### src/design/ifp_pkg.sv
// Package for the IPv6 fragment planner: action codes, sequencer states,
// queue command and result types, and fixed header sizes.
// No dependencies.
package ifp_pkg;

  localparam logic [15:0] IPV6_HDR_BYTES = 16'd40;
  localparam logic [15:0] FRAG_HDR_BYTES = 16'd8;
  localparam logic [15:0] HDRS_BYTES     = 16'd48;
  localparam logic [15:0] TOO_BIG_DEDUCT = 16'd28;
  localparam logic [15:0] MIN_MTU        = 16'd1280;
  localparam logic [13:0] MAX_OFFSET     = 14'd8191;
  localparam int          QDEPTH         = 2;
  localparam int          QPTR_W         = $clog2(QDEPTH);
  localparam int          QCNT_W         = $clog2(QDEPTH + 1);

  typedef enum logic [1:0] {
    ACT_WHOLE  = 2'd0,
    ACT_FRAG   = 2'd1,
    ACT_TOOBIG = 2'd2,
    ACT_DROP   = 2'd3
  } action_e;

  typedef enum logic [1:0] {
    ST_IDLE,
    ST_CUT,
    ST_DROP
  } state_e;

  typedef struct packed {
    action_e     kind;
    logic [15:0] rep_mtu;
    logic [15:0] maxp;
    logic [12:0] off0;
    logic        more_final;
    logic        fresh;
    logic [15:0] p1;
    logic [15:0] p2;
    logic        p2_bad;
  } cmd_t;

  typedef struct packed {
    action_e     action;
    logic [12:0] frag_offset;
    logic [15:0] frag_bytes;
    logic        more_frags;
    logic        from_first_part;
    logic [15:0] part_start;
    logic        new_frag_header;
    logic [15:0] reported_mtu;
    logic        last;
  } res_t;

endpackage

### src/design/ipv6_fragment_planner.sv
// Top level of the IPv6 fragment planner: front classifier, command queue
// and fragment sequencer. Uses ifp_pkg, ifp_front, ifp_queue, ifp_back.
//
// Usage: one request per outgoing packet arrives on the input channel
// (in_valid_i / in_stall_o); it is taken at an edge with valid high and
// stall low. Results leave on the output channel (out_valid_o /
// out_stall_i), one per cycle at most, with last_o on the final result
// of each request's run. The MTU register is written through cfg_we_i /
// cfg_wdata_i; values below 1280 act as 1280.
// Path: a request sent whole, answered too-big or dropped at once passes
// through the command queue and the output register; a fragmented request
// is first loaded into the sequencer, which then gives one fragment per
// cycle while the output is not stalled (up to 56 results).
// Throughput: single-result requests sustain one per cycle while the output
// is not stalled; a fragmented request holds the sequencer for its load and results.
// A two-entry command queue lets the front take requests while the
// sequencer works; in_stall_o rises when the queue is full.
// When out_stall_i is high while out_valid_o is high, the output register and sequencer hold.
// Reset empties the queue, idles the sequencer, clears out_valid_o and
// sets the MTU to 1280.
module ipv6_fragment_planner (
  input  logic        clk_i,
  input  logic        rst_ni,
  input  logic        cfg_we_i,
  input  logic [15:0] cfg_wdata_i,
  input  logic        in_valid_i,
  output logic        in_stall_o,
  input  logic        has_frag_header_i,
  input  logic [12:0] frag_offset_in_i,
  input  logic        more_frags_in_i,
  input  logic [15:0] first_part_bytes_i,
  input  logic [15:0] second_part_bytes_i,
  input  logic        dont_fragment_i,
  output logic        out_valid_o,
  input  logic        out_stall_i,
  output logic [1:0]  action_o,
  output logic [12:0] frag_offset_o,
  output logic [15:0] frag_bytes_o,
  output logic        more_frags_o,
  output logic        from_first_part_o,
  output logic [15:0] part_start_o,
  output logic        new_frag_header_o,
  output logic [15:0] reported_mtu_o,
  output logic        last_o
);
  import ifp_pkg::*;

  logic q_push;
  logic q_pop;
  logic q_full;
  logic q_empty;
  cmd_t push_cmd;
  cmd_t head_cmd;
  res_t res;

  ifp_front u_front (
    .clk_i               (clk_i),
    .rst_ni              (rst_ni),
    .cfg_we_i            (cfg_we_i),
    .cfg_wdata_i         (cfg_wdata_i),
    .in_valid_i          (in_valid_i),
    .in_stall_o          (in_stall_o),
    .has_frag_header_i   (has_frag_header_i),
    .frag_offset_in_i    (frag_offset_in_i),
    .more_frags_in_i     (more_frags_in_i),
    .first_part_bytes_i  (first_part_bytes_i),
    .second_part_bytes_i (second_part_bytes_i),
    .dont_fragment_i     (dont_fragment_i),
    .q_full_i            (q_full),
    .q_push_o            (q_push),
    .q_cmd_o             (push_cmd)
  );

  ifp_queue u_queue (
    .clk_i   (clk_i),
    .rst_ni  (rst_ni),
    .push_i  (q_push),
    .cmd_i   (push_cmd),
    .pop_i   (q_pop),
    .cmd_o   (head_cmd),
    .full_o  (q_full),
    .empty_o (q_empty)
  );

  ifp_back u_back (
    .clk_i       (clk_i),
    .rst_ni      (rst_ni),
    .q_empty_i   (q_empty),
    .q_cmd_i     (head_cmd),
    .q_pop_o     (q_pop),
    .out_valid_o (out_valid_o),
    .out_stall_i (out_stall_i),
    .res_o       (res)
  );

  assign action_o          = res.action;
  assign frag_offset_o     = res.frag_offset;
  assign frag_bytes_o      = res.frag_bytes;
  assign more_frags_o      = res.more_frags;
  assign from_first_part_o = res.from_first_part;
  assign part_start_o      = res.part_start;
  assign new_frag_header_o = res.new_frag_header;
  assign reported_mtu_o    = res.reported_mtu;
  assign last_o            = res.last;

endmodule

### src/design/ifp_front.sv
// Front end of the IPv6 fragment planner: MTU register, size check and
// classification of each request into a queue command. Uses ifp_pkg.
module ifp_front (
  input  logic          clk_i,
  input  logic          rst_ni,
  input  logic          cfg_we_i,
  input  logic [15:0]   cfg_wdata_i,
  input  logic          in_valid_i,
  output logic          in_stall_o,
  input  logic          has_frag_header_i,
  input  logic [12:0]   frag_offset_in_i,
  input  logic          more_frags_in_i,
  input  logic [15:0]   first_part_bytes_i,
  input  logic [15:0]   second_part_bytes_i,
  input  logic          dont_fragment_i,
  input  logic          q_full_i,
  output logic          q_push_o,
  output ifp_pkg::cmd_t q_cmd_o
);
  import ifp_pkg::*;

  logic [15:0] mtu_q;
  logic [15:0] mtu_eff;
  logic [17:0] total;
  logic [15:0] room;
  logic        more_final;

  always_ff @(posedge clk_i or negedge rst_ni) begin
    if (!rst_ni) begin
      mtu_q <= MIN_MTU;
    end else if (cfg_we_i) begin
      mtu_q <= cfg_wdata_i;
    end
  end

  always_comb begin
    mtu_eff    = (mtu_q < MIN_MTU) ? MIN_MTU : mtu_q;
    total      = {2'b00, IPV6_HDR_BYTES}
               + (has_frag_header_i ? {2'b00, FRAG_HDR_BYTES} : 18'd0)
               + {2'b00, first_part_bytes_i} + {2'b00, second_part_bytes_i};
    room       = mtu_eff - HDRS_BYTES;
    more_final = has_frag_header_i & more_frags_in_i;

    q_cmd_o            = '0;
    q_cmd_o.maxp       = {room[15:3], 3'b000};
    q_cmd_o.off0       = has_frag_header_i ? frag_offset_in_i : 13'd0;
    q_cmd_o.more_final = more_final;
    q_cmd_o.fresh      = ~has_frag_header_i;
    q_cmd_o.p1         = first_part_bytes_i;
    q_cmd_o.p2         = second_part_bytes_i;
    q_cmd_o.p2_bad     = more_final & (second_part_bytes_i[2:0] != 3'd0);
    priority if (total <= {2'b00, mtu_eff}) begin
      q_cmd_o.kind = ACT_WHOLE;
    end else if (dont_fragment_i) begin
      q_cmd_o.kind    = ACT_TOOBIG;
      q_cmd_o.rep_mtu = mtu_eff - TOO_BIG_DEDUCT;
    end else if (first_part_bytes_i[2:0] != 3'd0) begin
      q_cmd_o.kind = ACT_DROP;
    end else begin
      q_cmd_o.kind = ACT_FRAG;
    end
  end

  assign in_stall_o = q_full_i;
  assign q_push_o   = in_valid_i & ~q_full_i;

endmodule

### src/design/ifp_queue.sv
// Short command queue between front and back of the IPv6 fragment planner.
// Uses ifp_pkg.
module ifp_queue (
  input  logic          clk_i,
  input  logic          rst_ni,
  input  logic          push_i,
  input  ifp_pkg::cmd_t cmd_i,
  input  logic          pop_i,
  output ifp_pkg::cmd_t cmd_o,
  output logic          full_o,
  output logic          empty_o
);
  import ifp_pkg::*;

  cmd_t              entry_q [QDEPTH];
  logic [QPTR_W-1:0] wr_ptr_q, wr_ptr_d;
  logic [QPTR_W-1:0] rd_ptr_q, rd_ptr_d;
  logic [QCNT_W-1:0] cnt_q, cnt_d;

  always_comb begin
    wr_ptr_d = wr_ptr_q;
    rd_ptr_d = rd_ptr_q;
    cnt_d    = cnt_q;
    if (push_i) begin
      wr_ptr_d = (wr_ptr_q == QPTR_W'(QDEPTH - 1)) ? '0 : wr_ptr_q + 1'b1;
    end
    if (pop_i) begin
      rd_ptr_d = (rd_ptr_q == QPTR_W'(QDEPTH - 1)) ? '0 : rd_ptr_q + 1'b1;
    end
    if (push_i && !pop_i) begin
      cnt_d = cnt_q + 1'b1;
    end else if (pop_i && !push_i) begin
      cnt_d = cnt_q - 1'b1;
    end
  end

  always_ff @(posedge clk_i or negedge rst_ni) begin
    if (!rst_ni) begin
      wr_ptr_q <= '0;
      rd_ptr_q <= '0;
      cnt_q    <= '0;
    end else begin
      wr_ptr_q <= wr_ptr_d;
      rd_ptr_q <= rd_ptr_d;
      cnt_q    <= cnt_d;
    end
  end

  always_ff @(posedge clk_i) begin
    if (push_i) begin
      entry_q[wr_ptr_q] <= cmd_i;
    end
  end

  assign cmd_o   = entry_q[rd_ptr_q];
  assign full_o  = (cnt_q == QCNT_W'(QDEPTH));
  assign empty_o = (cnt_q == '0);

endmodule

### src/design/ifp_back.sv
// Back end of the IPv6 fragment planner: sequencer that cuts payload parts into
// fragments, one result per cycle unless stalled, into the output register. Uses ifp_pkg.
module ifp_back (
  input  logic          clk_i,
  input  logic          rst_ni,
  input  logic          q_empty_i,
  input  ifp_pkg::cmd_t q_cmd_i,
  output logic          q_pop_o,
  output logic          out_valid_o,
  input  logic          out_stall_i,
  output ifp_pkg::res_t res_o
);
  import ifp_pkg::*;

  state_e      state_q, state_d;
  cmd_t        cur_q, cur_d;
  logic [15:0] rem_q, rem_d;
  logic [15:0] pos_q, pos_d;
  logic [13:0] off_q, off_d;
  logic        first_q, first_d;
  logic        out_valid_q;
  res_t        res_q, res_d;
  logic        load;
  logic        emit;
  logic [15:0] len;
  logic [15:0] rem_left;
  logic        more_after;

  assign load = ~out_valid_q | ~out_stall_i;

  always_comb begin
    len        = (rem_q < cur_q.maxp) ? rem_q : cur_q.maxp;
    rem_left   = rem_q - len;
    more_after = first_q ? ((cur_q.p2 != 16'd0) | cur_q.more_final) : cur_q.more_final;

    state_d = state_q;
    cur_d   = cur_q;
    rem_d   = rem_q;
    pos_d   = pos_q;
    off_d   = off_q;
    first_d = first_q;
    res_d   = '0;
    emit    = 1'b0;
    q_pop_o = 1'b0;

    unique case (state_q)
      ST_IDLE: begin
        if (load && !q_empty_i) begin
          q_pop_o = 1'b1;
          if (q_cmd_i.kind == ACT_FRAG) begin
            cur_d = q_cmd_i;
            off_d = {1'b0, q_cmd_i.off0};
            pos_d = '0;
            priority if (q_cmd_i.p1 != 16'd0) begin
              first_d = 1'b1;
              rem_d   = q_cmd_i.p1;
              state_d = ST_CUT;
            end else if (q_cmd_i.p2_bad) begin
              state_d = ST_DROP;
            end else begin
              first_d = 1'b0;
              rem_d   = q_cmd_i.p2;
              state_d = ST_CUT;
            end
          end else begin
            emit               = 1'b1;
            res_d.action       = q_cmd_i.kind;
            res_d.reported_mtu = q_cmd_i.rep_mtu;
            res_d.last         = 1'b1;
          end
        end
      end
      ST_CUT: begin
        if (load) begin
          emit = 1'b1;
          if (off_q > MAX_OFFSET) begin
            res_d.action = ACT_DROP;
            res_d.last   = 1'b1;
            state_d      = ST_IDLE;
          end else begin
            res_d.action          = ACT_FRAG;
            res_d.frag_offset     = off_q[12:0];
            res_d.frag_bytes      = len;
            res_d.more_frags      = (rem_q > cur_q.maxp) | more_after;
            res_d.from_first_part = first_q;
            res_d.part_start      = pos_q;
            res_d.new_frag_header = cur_q.fresh;
            rem_d = rem_left;
            pos_d = pos_q + len;
            off_d = off_q + {1'b0, len[15:3]};
            if (rem_left == 16'd0) begin
              priority if (!first_q || cur_q.p2 == 16'd0) begin
                res_d.last = 1'b1;
                state_d    = ST_IDLE;
              end else if (cur_q.p2_bad) begin
                state_d = ST_DROP;
              end else begin
                first_d = 1'b0;
                rem_d   = cur_q.p2;
                pos_d   = '0;
              end
            end
          end
        end
      end
      ST_DROP: begin
        if (load) begin
          emit         = 1'b1;
          res_d.action = ACT_DROP;
          res_d.last   = 1'b1;
          state_d      = ST_IDLE;
        end
      end
      default: begin
        state_d = ST_IDLE;
      end
    endcase
  end

  always_ff @(posedge clk_i or negedge rst_ni) begin
    if (!rst_ni) begin
      state_q     <= ST_IDLE;
      out_valid_q <= 1'b0;
    end else begin
      state_q <= state_d;
      if (load) begin
        out_valid_q <= emit;
      end
    end
  end

  always_ff @(posedge clk_i) begin
    cur_q   <= cur_d;
    rem_q   <= rem_d;
    pos_q   <= pos_d;
    off_q   <= off_d;
    first_q <= first_d;
    if (load && emit) begin
      res_q <= res_d;
    end
  end

  assign out_valid_o = out_valid_q;
  assign res_o       = res_q;

endmodule

### config.mk
export PLATFORM = sky130hd
export DESIGN_NAME = ipv6_fragment_planner
export DESIGN_NICKNAME = d
export VERILOG_FILES = /design/src/design/ifp_pkg.sv /design/src/design/ipv6_fragment_planner.sv /design/src/design/ifp_front.sv /design/src/design/ifp_queue.sv /design/src/design/ifp_back.sv
export SDC_FILE = /design/constraint.sdc
export NUM_CORES = 1
export LEC_CHECK = 0
export BUFFER_PORTS_ARGS = -buffer_cell sky130_fd_sc_hd__buf_2
export CAP_MARGIN = 5
export CORE_AREA = 3 3 229 231
export DETAILED_ROUTE_END_ITERATION = 8
export DIE_AREA = 0 0 232 234
export PLACE_DENSITY = 0.5
export SYNTH_ARGS = -nofsm -noshare
export SYNTH_HDL_FRONTEND = slang
export SYNTH_HIERARCHICAL = 1
export SYNTH_SLANG_ARGS = --single-unit
export TNS_END_PERCENT = 50
### constraint.sdc
create_clock -name clk_i -period 9.6 [get_ports clk_i]
set_clock_uncertainty 0.05 [all_clocks]
set_input_delay 1.44 -clock clk_i [delete_from_list [all_inputs] [get_ports clk_i]]
set_output_delay 1.44 -clock clk_i [all_outputs]
set_load 0.01 [all_outputs]
== After elaboration in Yosys (flattened, before gate mapping) ==
Memory sizes are Yosys's and may differ from the RTL's.
Index checks and enable logic that the tools add are counted.
Word-level totals
  register bits after elaboration: 172
  RAM bits: 158
  bits of input ports: 69
  output and inout bits: 69
  word-level logic and storage cells: 178
  memories kept: 1
Operators by class
  $add $sub $neg: 12
  magnitude comparators: 5
  equality and inequality tests: 15
  mux-type cells: 80
  bitwise logic cells: 14
  reduce and logical (&&, ||, !) cells: 27
Memories
  u_queue.entry_q: words 2, width 79, read ports 1, clocked after memory_dff 0, wr ports 1, line ifp_queue.sv:15  | cmd_t entry_q [QDEPTH];
Operators by type and width (number)
  $mux 16: 20
  $pmux 16 s2: 2
  $mux 14: 4
  $mux 50: 1
  $mux 48: 1
  $mux 2: 19
  $add 18x16->18: 2
  $logic_not 16->1: 2
  $reduce_bool 16->1: 2
  $pmux 14 s2: 1
  $mux 1: 25
  $add 6x18->18 const A: 1
  $le 18x16->1: 1
  $add 16x16->16: 1
  $gt 16x16->1: 1
  $lt 16x11->1 const B: 1
  $lt 16x16->1: 1
  $sub 16x16->16: 1
  $sub 16x5->16 const B: 1
  $sub 16x6->16 const B: 1
  $add 14x13->14: 1
  $gt 14x13->1 const B: 1
  $mux 13: 1
  $pmux 2 s3: 2
  other kinds (28): 60

== Logic depth before layout (Yosys ltp) ==
Gate-level depths: netlist (run 1).
  word-level depth: 9
  mapped depth: 23

== Hierarchy ==
The synthesis (run 1) kept the hierarchy.
Modules (own cells, without submodules)
  ifp_back: instances 1, cells an instance 752, area an instance 8593.2 µm²
  ifp_queue: instances 1, cells an instance 271, area an instance 6453.7 µm²
  ifp_front: instances 1, cells an instance 381, area an instance 3064.2 µm²

== Least setup slack after synthesis (run 1) ==
Ideal clock, no wire load.
  kind: in2reg
  start point: input out_stall_i
  end point: register u_back.res_q (netlist bit u_back/res_o[0]), enable pin
  setup time: 574 ps
  data arrival time: 6597 ps
  data required time: 8976 ps
  setup slack: 2378 ps
  stages on the path: 6
  path buffers: 1
  cells stage by stage: and2_1 > clkbuf_1 > nor2_1 > and3_1 > nor2_1 > nor3_1
On the way
  cells in the longest elaborated chain, start to end: 6
Ends and longest elaborated chain
  from (decl): line ipv6_fragment_planner.sv:35  | input logic out_stall_i,
  $not 1->1 *: line ifp_back.sv:29  | assign load = ~out_valid_q | ~out_stall_i;
  $or 1x1->1 *: line ifp_back.sv:29
  $logic_and 1x1->1: line ifp_back.sv:48  | if (load && !q_empty_i) begin
  $mux 1: line ifp_back.sv:48
  $pmux 1 s2: line ifp_back.sv:46  | unique case (state_q)
  $logic_and 1x1->1 *: line ifp_back.sv:138  | if (load && emit) begin
  to (signal assigned): line ifp_back.sv:139  | res_q <= res_d;
  to (decl): line ifp_back.sv:22  | res_t res_q, res_d;
Every way passes the cells marked *; elsewhere a longest branch is shown, timed or not.
A chain may end at the register's enable or synchronous reset.

== Final worst setup path (run 1) ==
  start point: register u_back.rem_q[15]
  end point: register u_back.rem_q[10], data pin
On the way
  cells in the longest elaborated chain, start to end: 9
Ends and longest elaborated chain
  from (decl): line ifp_back.sv:17  | logic [15:0] rem_q, rem_d;
  from (signal assigned): line ifp_back.sv:134  | rem_q <= rem_d;
  $lt 16x16->1 *: line ifp_back.sv:32  | len = (rem_q < cur_q.maxp) ? rem_q : cur_q.maxp;
  $mux 16 *: line ifp_back.sv:32
  via u_back.len[1]: line ifp_back.sv:25  | logic [15:0] len;
  $sub 16x16->16 *: line ifp_back.sv:33  | rem_left = rem_q - len;
  $mux 16: line ifp_back.sv:95  | end else if (cur_q.p2_bad) begin
  $mux 16: line ifp_back.sv:92  | priority if (!first_q || cur_q.p2 == 16'd0) begin
  $mux 16 *: line ifp_back.sv:91  | if (rem_left == 16'd0) begin
  $mux 16 *: line ifp_back.sv:76  | if (off_q > MAX_OFFSET) begin
  $mux 16 *: line ifp_back.sv:74  | if (load) begin
  $pmux 16 s2 *: line ifp_back.sv:46
  via u_back.rem_d[10]: line ifp_back.sv:17
The timed path passes the listed nets; every way through them passes the cells marked *. The select of a mux whose other input is x is not followed.

==> run_results.csv, run 1 <==
group,metric,value,unit
synth,synth_most_common_cell,"edfxtp_1",
final_layout,syn_to_final_growth,12.16,%
sta,fin_ws,3.410,ns
route,postRouteWirelength,41970,µm
clock_network,numCtsBuffers,39,
sta,fin_tns_setup,0,ns
sta,grt_setup_unrepaired,"false",
floorplanning,die_x,232,µm
pwr,max-vdd-ir-drop,154.9,µV
floorplanning,coreArea,0.05027,mm²
pwr,cellInternalPower,4.628,mW
synth,synth_warnings,6,
clock_network,htreeDepth,2,
pwr,leakage,8.296,nW
pwr,p_sw,3.010,mW
grt,grt_pass1_wl,64580,µm
sta,clock.fmax,0.1615,GHz
synth,synth.top_cells.by_count,"edfxtp_1 (313), ha_1 (128), nor2_1 (92)",
final_layout,drive_gt1_share,21.29,%
place,dp_hpwl,31230,µm
grt,antenna_found_initial,0,
clock_network,cts_tree,"yes",
final_layout,multi_input_area,0.007257,mm²
sta,period_needed,6.190,ns
floorplanning,die_h,234,µm
sta,relSlewSlack,22.45,%
pwr,power_density,376.0,mW/mm²
pwr,p_seq_share,33.4,%
route,drc,0,
worst_setup_path,critical_path_required,9.83,ns
place,place.gp.congestion,0.8414,
pwr,clkPwrFrac,17.9,%
route,dr.pass1.iters,7,
grt,grtUsageTotal,15.52,%
worst_setup_path,r2r_slack,3.41,ns
synth,synth_ff_type,"edfxtp_1",
synth,synth_area_per_cell,12.90,µm²
floorplanning,ios,138,
synth,syn_inst,1404,
floorplanning,core.rowCount,82,
worst_setup_path,critical_path_class,"reg2reg",
synth,synth_top_area_cell,"edfxtp_1",
worst_setup_path,path_cells,"ha_1 > nand4_1 > nor4_1 > o21ai_1 > o211ai_1 > buf_4 > nor2_1 > a21oi_1 > inv_1 > fa_1 > nor2b_1 > o2111ai_1 > nand4_1 > nand2_1 > a311oi_1 > nand3_1 > and4b_1 > buf_4 > nor3b_1 > a211oi_2",
worst_setup_path,critPathCaptureType,"flop",
min_path,hp-class,"reg2reg",
synth,async_reset_ff_share,6.845,%
pwr,p_sw_share,39.41,%
route,vias_per_cell,4.984,
final_layout,nNetsFinal,1713,
flow_run,drv_cap,0,
route,initialDrtViolationCount,719,
grt,grt_pass1_vias,11020,
sta,worstMarginPinSlew,1.162,ns
sta,timing.final.crit_share,64.48,%
sta,hold_violations,0,
synth,synth_area,0.01811,mm²
synth,ys_ff_latch,336,
worst_setup_path,cpPeakStageDelay,0.72,ns
worst_setup_path,cp.arrival,6.42,ns
clock_network,cts.path.max_buffers,3,
clock_network,root_buffer,"clkbuf_16",
sta,slew_viol_final,0,
place,dp_slack,3.274,ns
route,ant_nets,0,
clock_network,cts.sinks,336,
grt,grt-ovfl-total,0,
place,io_buffer_count,137,
worst_setup_path,start_kind,"flop",
floorplanning,start_util,36.03,%
floorplanning,die_area,0.05429,mm²
clock_network,postCtsResizedCells,0,
pwr,pwr-share-comb,48.7,%
clock_network,cts_hold_buf,0,
final_layout,diodes,0,
synth,synthTopCellsByArea,"edfxtp_1 (52%), ha_1 (8.8%), mux2_4 (5.8%)",
worst_setup_path,crit_fanout,20,
route,wire_per_inst,19.01,µm
final_layout,fill_cells,4833,
route,vias,11010,
synth,synth_top_area_share,51.90,%
synth,synthDistinctLibCells,80,
clock_network,clk_pin_slew_worst_paths,0.05,ns
outcome,outcome,"finished, final reports clean",
synth,ys_seq_area_share,55.09,%
clock_network,postCtsSetupRepairBufs,0,
final_layout,regArea,0.009981,mm²
sta,setup_violations,0,
synth,synth-edff-count,313,
worst_setup_path,cpMaxStageDelayCell,"and4b_1",
grt,grt_max_degree,57,
clock_network,clk_latency,0.55,ns
[power groups by stage]
stage	clock network (mW)	registers [mW]	logic, mW
after floorplan	0	2.61	2.73
after global placement	0	2.58	3.71
after detailed placement	0	2.59	3.73
after CTS	1.41	2.56	3.75
after global routing	1.47	2.61	4.14
final	1.37	2.55	3.72
[sequential cells by signal (all words and copies together) (netlist names), 2 cells and up]
| register | cells |
|---|---|
| u_queue/cnt_q | 2 |
| u_queue/entry_q | 164 |
| u_back/state_q | 2 |
| u_back/rem_q | 16 |
| u_back/res_o | 67 |
| u_back/pos_q | 16 |
| u_back/cur_q | 35 |
| u_front/mtu_q | 16 |
| u_back/off_q | 14 |
[critical path, delay by kind of cell, from the launching register on]
| family | cells | cell delay [ns] |
|---|---|---|
| adders and majority gates | 2 | 0.79 |
| DFF | 1 | 0.42 |
| buffers and inverters | 3 | 0.85 |
| AOI/OAI and AO/OA | 6 | 1.49 |
| and+or+nand+nor | 9 | 2.32 |
[routing by layer]
layer | vias up | routed length, µm | track usage (%)
li1 | 5400 | - | -
met1 | 5334 | 20550 | 22.40
met2 | 226 | 18860 | 24.39
met3 | 45 | 1759 | 2.563
met4 | 0 | 800 | 3.873
met5 | - | 0 | 0
[through the flow]
stage	instances	utilization [%]	hold slack, ns	instance area, µm²	power [mW]
after global routing	2208	40.41	0.4910	20310	8.217
after floorplan	1406	-	0.4055	18120	5.345
final	2208	40.41	0.4320	20310	7.638
after global placement	2141	38.08	0.4277	19140	6.288
after detailed placement	2141	38.08	0.4265	19140	6.314
after CTS	2208	40.41	0.4377	20310	7.725
[placed cells by master, fill, tap and decap left out, types with 7 or more instances in the layout]
cell / n
buf_4: 11
clkbuf_16: 40
a211oi_1: 21
a21o_1: 19
mux2_2: 35
nand2b_1: 8
nor3_1: 28
xor2_1: 30
edfxtp_1: 313
nand4_1: 14
and3_1: 63
inv_1: 79
nor4_1: 15
mux2i_1: 17
a31oi_1: 18
a21oi_1: 63
clkbuf_1: 8
clkinv_1: 7
nand2_1: 66
buf_2: 137
nor2_1: 91
nor2b_1: 11
xnor2_1: 37
mux2_4: 70
nand3_1: 15
o21ai_0: 39
and2_1: 24
ha_1: 127
dfrtp_1: 20
[logic make-up (layout without fill, tap and decap cells)]
group | count (synthesis) | after routing | synth area share (%)
other | 1 | 3 | 0.02071
and+or+nand+nor | 366 | 366 | 10.43
buffers and inverters | 164 | 294 | 5.036
DFF | 336 | 336 | 55.09
adders and majority gates | 134 | 134 | 9.506
muxes | 122 | 122 | 8.919
xor gates and xnor gates | 68 | 68 | 3.330
AOI/OAI and AO/OA | 213 | 213 | 7.675
[cell type report]
cell class | count | share of cell area (%)
well taps | 672 | 4.139
clock inverters | 19 | 0.6837
clock buffers | 48 | 5.075
inverters | 79 | 1.460
repair buffers | 148 | 3.782
flip-flops and latches | 336 | 49.13
multi-input cells | 906 | 35.73
[path summary, 6_finish.rpt]
kind | startpoint | end | depth (start not counted)
setup reg to reg | u_back/rem_q[15] | u_back/rem_q[10] | 20
hold / removal | u_queue/cnt_q[1] | u_queue/cnt_q[1] | 1
min in group asynchronous | rst_ni | u_front/mtu_q[0] | 1
max in group asynchronous | rst_ni | u_queue/rd_ptr_q | 1
hold reg to reg | u_queue/cnt_q[1] | u_queue/cnt_q[1] | 1
setup / recovery | u_back/rem_q[15] | u_back/rem_q[10] | 20
No activity file was read; power rests on OpenSTA's default activity.
==> run 2, diff against run 1 <==
--- a/config.mk
+++ b/config.mk
@@ -5,12 +5,13 @@
 export SDC_FILE = /design/constraint.sdc
 export NUM_CORES = 1
 export LEC_CHECK = 0
+export ABC_AREA = 1
 export BUFFER_PORTS_ARGS = -buffer_cell sky130_fd_sc_hd__buf_2
 export CAP_MARGIN = 5
-export CORE_AREA = 3 3 229 231
+export CORE_AREA = 3 3 234 236
 export DETAILED_ROUTE_END_ITERATION = 8
-export DIE_AREA = 0 0 232 234
-export PLACE_DENSITY = 0.5
+export DIE_AREA = 0 0 237 239
+export PLACE_DENSITY = 0.52
 export SYNTH_ARGS = -nofsm -noshare
 export SYNTH_HDL_FRONTEND = slang
 export SYNTH_HIERARCHICAL = 1
==> constraint.sdc (replaced) <==
create_clock -name clk_i -period 5 [get_ports clk_i]
set_clock_uncertainty 0.05 [all_clocks]
set_input_delay 0.75 -clock clk_i [delete_from_list [all_inputs] [get_ports clk_i]]
set_output_delay 0.75 -clock clk_i [all_outputs]
set_load 0.01 [all_outputs]
==> run_results.csv, run 2 <==
group,metric,value,unit
outcome,outcome,"finished, final reports clean",
synth,synth-edff-count,313,
clock_network,cts.sinks,336,
sta,grt_setup_unrepaired,"false",
clock_network,htreeDepth,2,
final_layout,layout_commonest_cell,"nand2_1",
final_layout,nNetsFinal,2144,
min_path,hp-class,"in2async",
route,postRouteWirelength,43700,µm
place,dp_hpwl,33110,µm
worst_setup_path,critical_path_required,5.25,ns
worst_setup_path,start_kind,"flop",
route,initialDrtViolationCount,723,
route,route.met2.wl,19520,µm
synth,synth_ff_type,"edfxtp_1",
place,place.gp.congestion,0.8706,
clock_network,root_buffer,"clkbuf_16",
synth,synth_top_area_share,49.77,%
clock_network,numCtsBuffers,37,
grt,grt_pass1_wl,68340,µm
route,ant_nets,0,
worst_setup_path,critical_path_class,"reg2reg",
synth,async_reset_ff_share,6.845,%
sta,hold_violations,0,
sta,slew_viol_final,0,
grt,grt_pass1_vias,12510,
synth,synth-adder-area-share,9.117,%
pwr,p_total,15.86,mW
final_layout,largest_register_ffs,164,
clock_network,cts_hold_buf,0,
floorplanning,die_x,237,µm
sta,setup_violations,0,
sta,worstMarginPinSlew,1.187,ns
clock_network,cts.path.max_buffers,3,
synth,synth_top_family_by_area,"simple AND/OR/NAND/NOR gates",
route,vias,12440,
synth,synthTopCellsByArea,"edfxtp_1 (50%), ha_1 (8.5%), nand2_1 (6.4%)",
synth,synth_area_per_cell,10.43,µm²
final_layout,final_cell_mix,"nand2_1 (321), edfxtp_1 (313), inv_1 (280)",
route,route.layer.met1.wl,20900,µm
pwr,max-vdd-ir-drop,295.1,µV
synth,synth.top_cells.by_count,"nand2_1 (322), edfxtp_1 (313), inv_1 (281)",
synth,synth_area,0.01888,mm²
route,vias_per_cell,4.680,
worst_setup_path,crit_fanout,17,
synth,synth_warnings,6,
route,wire_per_inst,16.44,µm
grt,antenna_found_initial,0,
clock_network,cts_tree,"yes",
pwr,power_density,742.8,mW/mm²
final_layout,syn_to_final_growth,13.09,%
flow_run,drv_cap,0,
pwr,leakage,9.653,nW
synth,synth_simple_gate_area_share,14.88,%
clock_network,postCtsResizedCells,0,
place,io_buffer_count,137,
floorplanning,ios,138,
sta,relSlewSlack,20.77,%
synth,yosys.area_share.xor_xnor,1.948,%
grt,grtUsageTotal,15.31,%
clock_network,clk_pin_slew_worst_paths,0.06,ns
floorplanning,coreArea,0.05266,mm²
floorplanning,die_area,0.05664,mm²
final_layout,drive_gt1_share,17.97,%
worst_setup_path,critPathCaptureType,"flop",
grt,grt_max_degree,71,
worst_setup_path,critPathLaunch,"u_back/cur_q[59]",
floorplanning,die_h,239,µm
synth,synthDistinctLibCells,50,
clock_network,clk_latency,0.56,ns
synth,synth_top_area_cell,"edfxtp_1",
route,dr.pass1.iters,5,
grt,grt-ovfl-total,0,
synth,ys_ff_latch,336,
sta,fin_tns_setup,0,ns
worst_setup_path,crit-reg2reg-launch,"u_back/cur_q[59]",
worst_setup_path,cp.arrival,4.87,ns
synth,synthMuxAreaShare,6.341,%
sta,clock.fmax,0.2162,GHz
final_layout,regMostFlops,"u_queue/entry_q",
clock_network,postCtsSetupRepairBufs,0,
synth,ys_seq_area_share,52.84,%
synth,synth_most_common_cell,"nand2_1",
route,drc,0,
final_layout,diodes,0,
sta,timing.final.crit_share,92.51,%
route,highest_layer,"met4",
route,wl_met3,1798,µm
synth,syn_inst,1811,
floorplanning,start_util,35.86,%
sta,period_needed,4.626,ns
synth,synth_compound_area_share,5.997,%
floorplanning,core.rowCount,84,
## run 2: changes by cell type after synthesis, moves of 24 or more
| cell | change |
|---|---|
| a21oi_1 | +27 |
| and2_1 | -24 |
| and3_1 | -63 |
| inv_1 | +202 |
| nand2_1 | +256 |
| nand3_1 | +68 |
| nor2_1 | +62 |
| o21ai_0 | +32 |
| xnor2_1 | -32 |
## run 2: metal layers
layer | GRT usage (%) | vias up
li1 | - | 6337
met1 | 21.16 | 5799
met2 | 24.19 | 231
met3 | 2.411 | 73
met4 | 6.047 | 0
met5 | 0 | -
## run 2: cell type report
cell class	count	area (µm²)
timing repair buffer	167	935.9
multi-input combinational	1113	7276
tap	688	860.8
fill	5158	31300
clock buffer	42	965.9
clock inverter	26	260.3
inverter	286	1075
sequential	336	9981
## run 2: kinds of logic after synthesis
family / count (synthesis)
other: 1
and+or+nand+nor: 646
adders and majority gates: 134
AOI/OAI and AO/OA: 205
DFF: 336
buffers and inverters: 364
xor gates and xnor gates: 42
muxes: 83
## run 2: where the power goes
group / internal (mW) / switching [mW] / total, mW
clock network: 1.61 / 1.14 / 2.75
registers: 4.47 / 0.466 / 4.94
logic: 3.04 / 5.13 / 8.18
## run 2: final timing paths
| check | endpoint | slack [ns] | depth (start not counted) |
|---|---|---|---|
| worst max-delay path | u_back/pos_q[0] | 0.37 | 24 |
| worst min-delay path | u_queue/rd_ptr_q | 0.16 | 1 |
| worst max register to register | u_back/pos_q[0] | 0.37 | 24 |
| worst min register to register | u_queue/cnt_q[1] | 0.46 | 2 |
| max in group asynchronous | u_queue/rd_ptr_q | 4.28 | 1 |
| min in group clk_i | u_front/mtu_q[3] | 0.35 | 3 |
## run 2: critical path, stage by stage (launching register included)
cell	delay, ns
edfxtp_1	0.45
inv_1	0.07
ha_1	0.31
nand2_1	0.08
inv_1	0.05
o21ai_0	0.08
a21oi_1	0.09
nor2_1	0.11
nand2_1	0.08
buf_4	0.18
o21ai_0	0.37
inv_1	0.16
ha_1	0.40
nand2_1	0.10
nand2_1	0.07
nand2_1	0.09
nand3_1	0.13
a21oi_1	0.21
xor2_1	0.29
nand4_1	0.19
nor2_4	0.17
nand3_4	0.18
nand2_2	0.13
buf_4	0.23
nor2_1	0.07
## run 2: per-stage QoR
step	cell area (µm²)	std cells	hold slack, ns	setup WS [ns]	util [%]
floorplan	18890	1813	0.4044	0.2738	-
global placement	20130	2590	0.4292	0.3361	38.23
detailed placement	20130	2590	0.4500	0.2650	38.23
CTS	21350	2658	0.1397	0.4073	40.55
global route	21350	2658	0.1804	0.03722	40.55
finish	21350	2658	0.1579	0.3743	40.55
==> run 3, diff against run 2 <==
--- a/config.mk
+++ b/config.mk
@@ -9,9 +9,11 @@
 export BUFFER_PORTS_ARGS = -buffer_cell sky130_fd_sc_hd__buf_2
 export CAP_MARGIN = 5
 export CORE_AREA = 3 3 234 236
+export CTS_BUF_LIST = sky130_fd_sc_hd__clkbuf_8
 export DETAILED_ROUTE_END_ITERATION = 8
 export DIE_AREA = 0 0 237 239
 export PLACE_DENSITY = 0.52
+export SKIP_CTS_REPAIR_TIMING = 1
 export SYNTH_ARGS = -nofsm -noshare
 export SYNTH_HDL_FRONTEND = slang
 export SYNTH_HIERARCHICAL = 1
==> run_results.csv, run 3 (synthesis gave the netlist of run 2 again) <==
group,metric,value,unit
min_path,hp-class,"in2async",
worst_setup_path,start_kind,"flop",
route,postRouteWirelength,44050,µm
floorplanning,ios,138,
place,placed_cell_area,0.02013,mm²
worst_setup_path,critical_path_required,5.33,ns
clock_network,clk_latency,0.64,ns
worst_setup_path,cp.arrival,4.91,ns
worst_setup_path,crit_top_cell,"nand2_1",
sta,period_needed,4.580,ns
pwr,leakage,9.678,nW
sta,timing.final.crit_share,91.59,%
worst_setup_path,critPathCaptureType,"flop",
place,place.gp.congestion,0.8706,
sta,holdWs,0.07159,ns
sta,grt_setup_unrepaired,"false",
place,io_buffer_count,137,
worst_setup_path,path_delay_family,"simple AND/OR/NAND/NOR gates",
sta,clock.fmax,0.2184,GHz
route,wire_per_inst,16.33,µm
pwr,p_total,15.51,mW
pwr,power_density,730.4,mW/mm²
route,vias_per_cell,4.643,
final_layout,regArea,0.009981,mm²
sta,relSlewSlack,19.80,%
route,ant_nets,0,
worst_setup_path,crit_buf_inv,5,
clock_network,clk_pin_slew_worst_paths,0.06,ns
final_layout,largest_register_ffs,164,
sta,fin_ws,0.4203,ns
worst_setup_path,path_cells,"inv_1 > ha_1 > nand2_1 > inv_1 > o21ai_0 > a21oi_1 > nor2_1 > nand2_1 > buf_4 > o21ai_0 > inv_1 > ha_1 > nand2_1 > nand2_1 > nand2_1 > nand3_1 > a21oi_1 > xor2_1 > nand4_1 > nor2_4 > nand3_4 > nand2_2 > buf_4 > nor2_1",
grt,antenna_found_initial,1,
grt,grt_pass1_vias,12750,
final_layout,nNetsFinal,2165,
clock_network,root_buffer,"clkbuf_8",
final_layout,syn_to_final_growth,12.44,%
worst_setup_path,critical_path_class,"reg2reg",
clock_network,cts_tree,"yes",
final_layout,drive_gt1_share,18.63,%
grt,grtUsageTotal,15.41,%
grt,grt-ovfl-total,0,
sta,hold_violations,0,
final_layout,layout_commonest_cell,"nand2_1",
clock_network,htreeDepth,2,
floorplanning,core.rowCount,84,
sta,worstMarginPinSlew,1.202,ns
place,dp_hpwl,33110,µm
outcome,outcome,"finished, final reports clean",
grt,grt_pass1_wl,68810,µm
flow_run,drv_cap,0,
final_layout,regMostFlops,"u_queue/entry_q",
worst_setup_path,crit_fanout,17,
pwr,max-vdd-ir-drop,297.0,µV
route,dr.pass1.iters,4,
sta,fin_tns_setup,0,ns
floorplanning,die_h,239,µm
grt,grt_max_degree,71,
sta,slew_viol_final,0,
route,vias,12520,
worst_setup_path,cpPeakStageDelay,0.45,ns
worst_setup_path,cpMaxStageDelayCell,"edfxtp_1",
final_layout,postLayoutCellArea,0.02123,mm²
clock_network,cts.path.max_buffers,3,
floorplanning,die_area,0.05664,mm²
floorplanning,coreArea,0.05266,mm²
clock_network,numCtsBuffers,58,
final_layout,final_cell_mix,"nand2_1 (321), edfxtp_1 (313), inv_1 (294)",
place,dp_slack,0.2650,ns
clock_network,cts.sinks,336,
route,initialDrtViolationCount,820,
final_layout,multi_input_area,0.007276,mm²
route,drc,0,
floorplanning,start_util,35.86,%
final_layout,fill_cells,5221,
sta,setup_violations,0,
floorplanning,die_x,237,µm
==> run 3: cell types whose count changed in the layout (fill, tap and decap cells not counted), sizes merged <==
cell	previous run	this run
bufinv	4	3
clkbuf	42	58
clkinv	18	29
clkinvlp	4	2
diode	0	1
inv	286	300
==> run 3: worst reg2reg max path, stage by stage, from the launching register on <==
cell      delay [ns]
edfxtp_1        0.45
inv_1           0.07
ha_1            0.31
nand2_1         0.08
inv_1           0.05
o21ai_0         0.08
a21oi_1         0.10
nor2_1          0.11
nand2_1         0.08
buf_4           0.19
o21ai_0         0.34
inv_1           0.16
ha_1            0.40
nand2_1         0.10
nand2_1         0.07
nand2_1         0.09
nand3_1         0.13
a21oi_1         0.21
xor2_1          0.30
nand4_1         0.19
nor2_4          0.17
nand3_4         0.18
nand2_2         0.13
buf_4           0.23
nor2_1          0.08
==> run 3: where the power goes <==
group,switching (mW),internal [mW]
combinational,5.14,3.04
sequential,0.466,4.47
clock,1.14,1.25
total,6.74,8.76
==> run 3: worst paths after layout <==
kind	start	to	slack (ns)	cells past startpoint
min	rst_ni	u_back/state_q[0]	0.07	1
min in group clk_i	cfg_wdata_i[7]	u_front/mtu_q[7]	0.27	3
max reg2reg	u_back/cur_q[59]	u_back/pos_q[0]	0.42	24
max	u_back/cur_q[59]	u_back/pos_q[0]	0.42	24
min reg2reg	u_queue/cnt_q[1]	u_queue/cnt_q[1]	0.46	2
max in group asynchronous	rst_ni	u_queue/rd_ptr_q	4.37	1
==> run 3: layout make-up <==
class | count | area share (%)
diodes | 1 | 0.01179
clock buffers | 58 | 3.760
clock inverters | 48 | 1.432
inverters | 286 | 5.062
multi-input cells | 1113 | 34.27
flip-flops and latches | 336 | 47.01
well taps | 688 | 4.054
repair buffers | 167 | 4.408
==> run 3: per-stage QoR <==
step / utilization (%) / cells
floorplan: - / 1813
global route: 40.32 / 2697
finish: 40.32 / 2697
detailed placement: 38.23 / 2590
CTS: 40.32 / 2696
global placement: 38.23 / 2590
==> run 3: per-layer routing <==
layer / vias up / global-route usage (%) / part of all wire (%)
met3: 78 / 2.411 / 4.2
li1: 6375 / - / -
met2: 239 / 24.35 / 45
met1: 5829 / 21.12 / 48
met5: - / 0 / 0
met4: 0 / 6.542 / 3.4
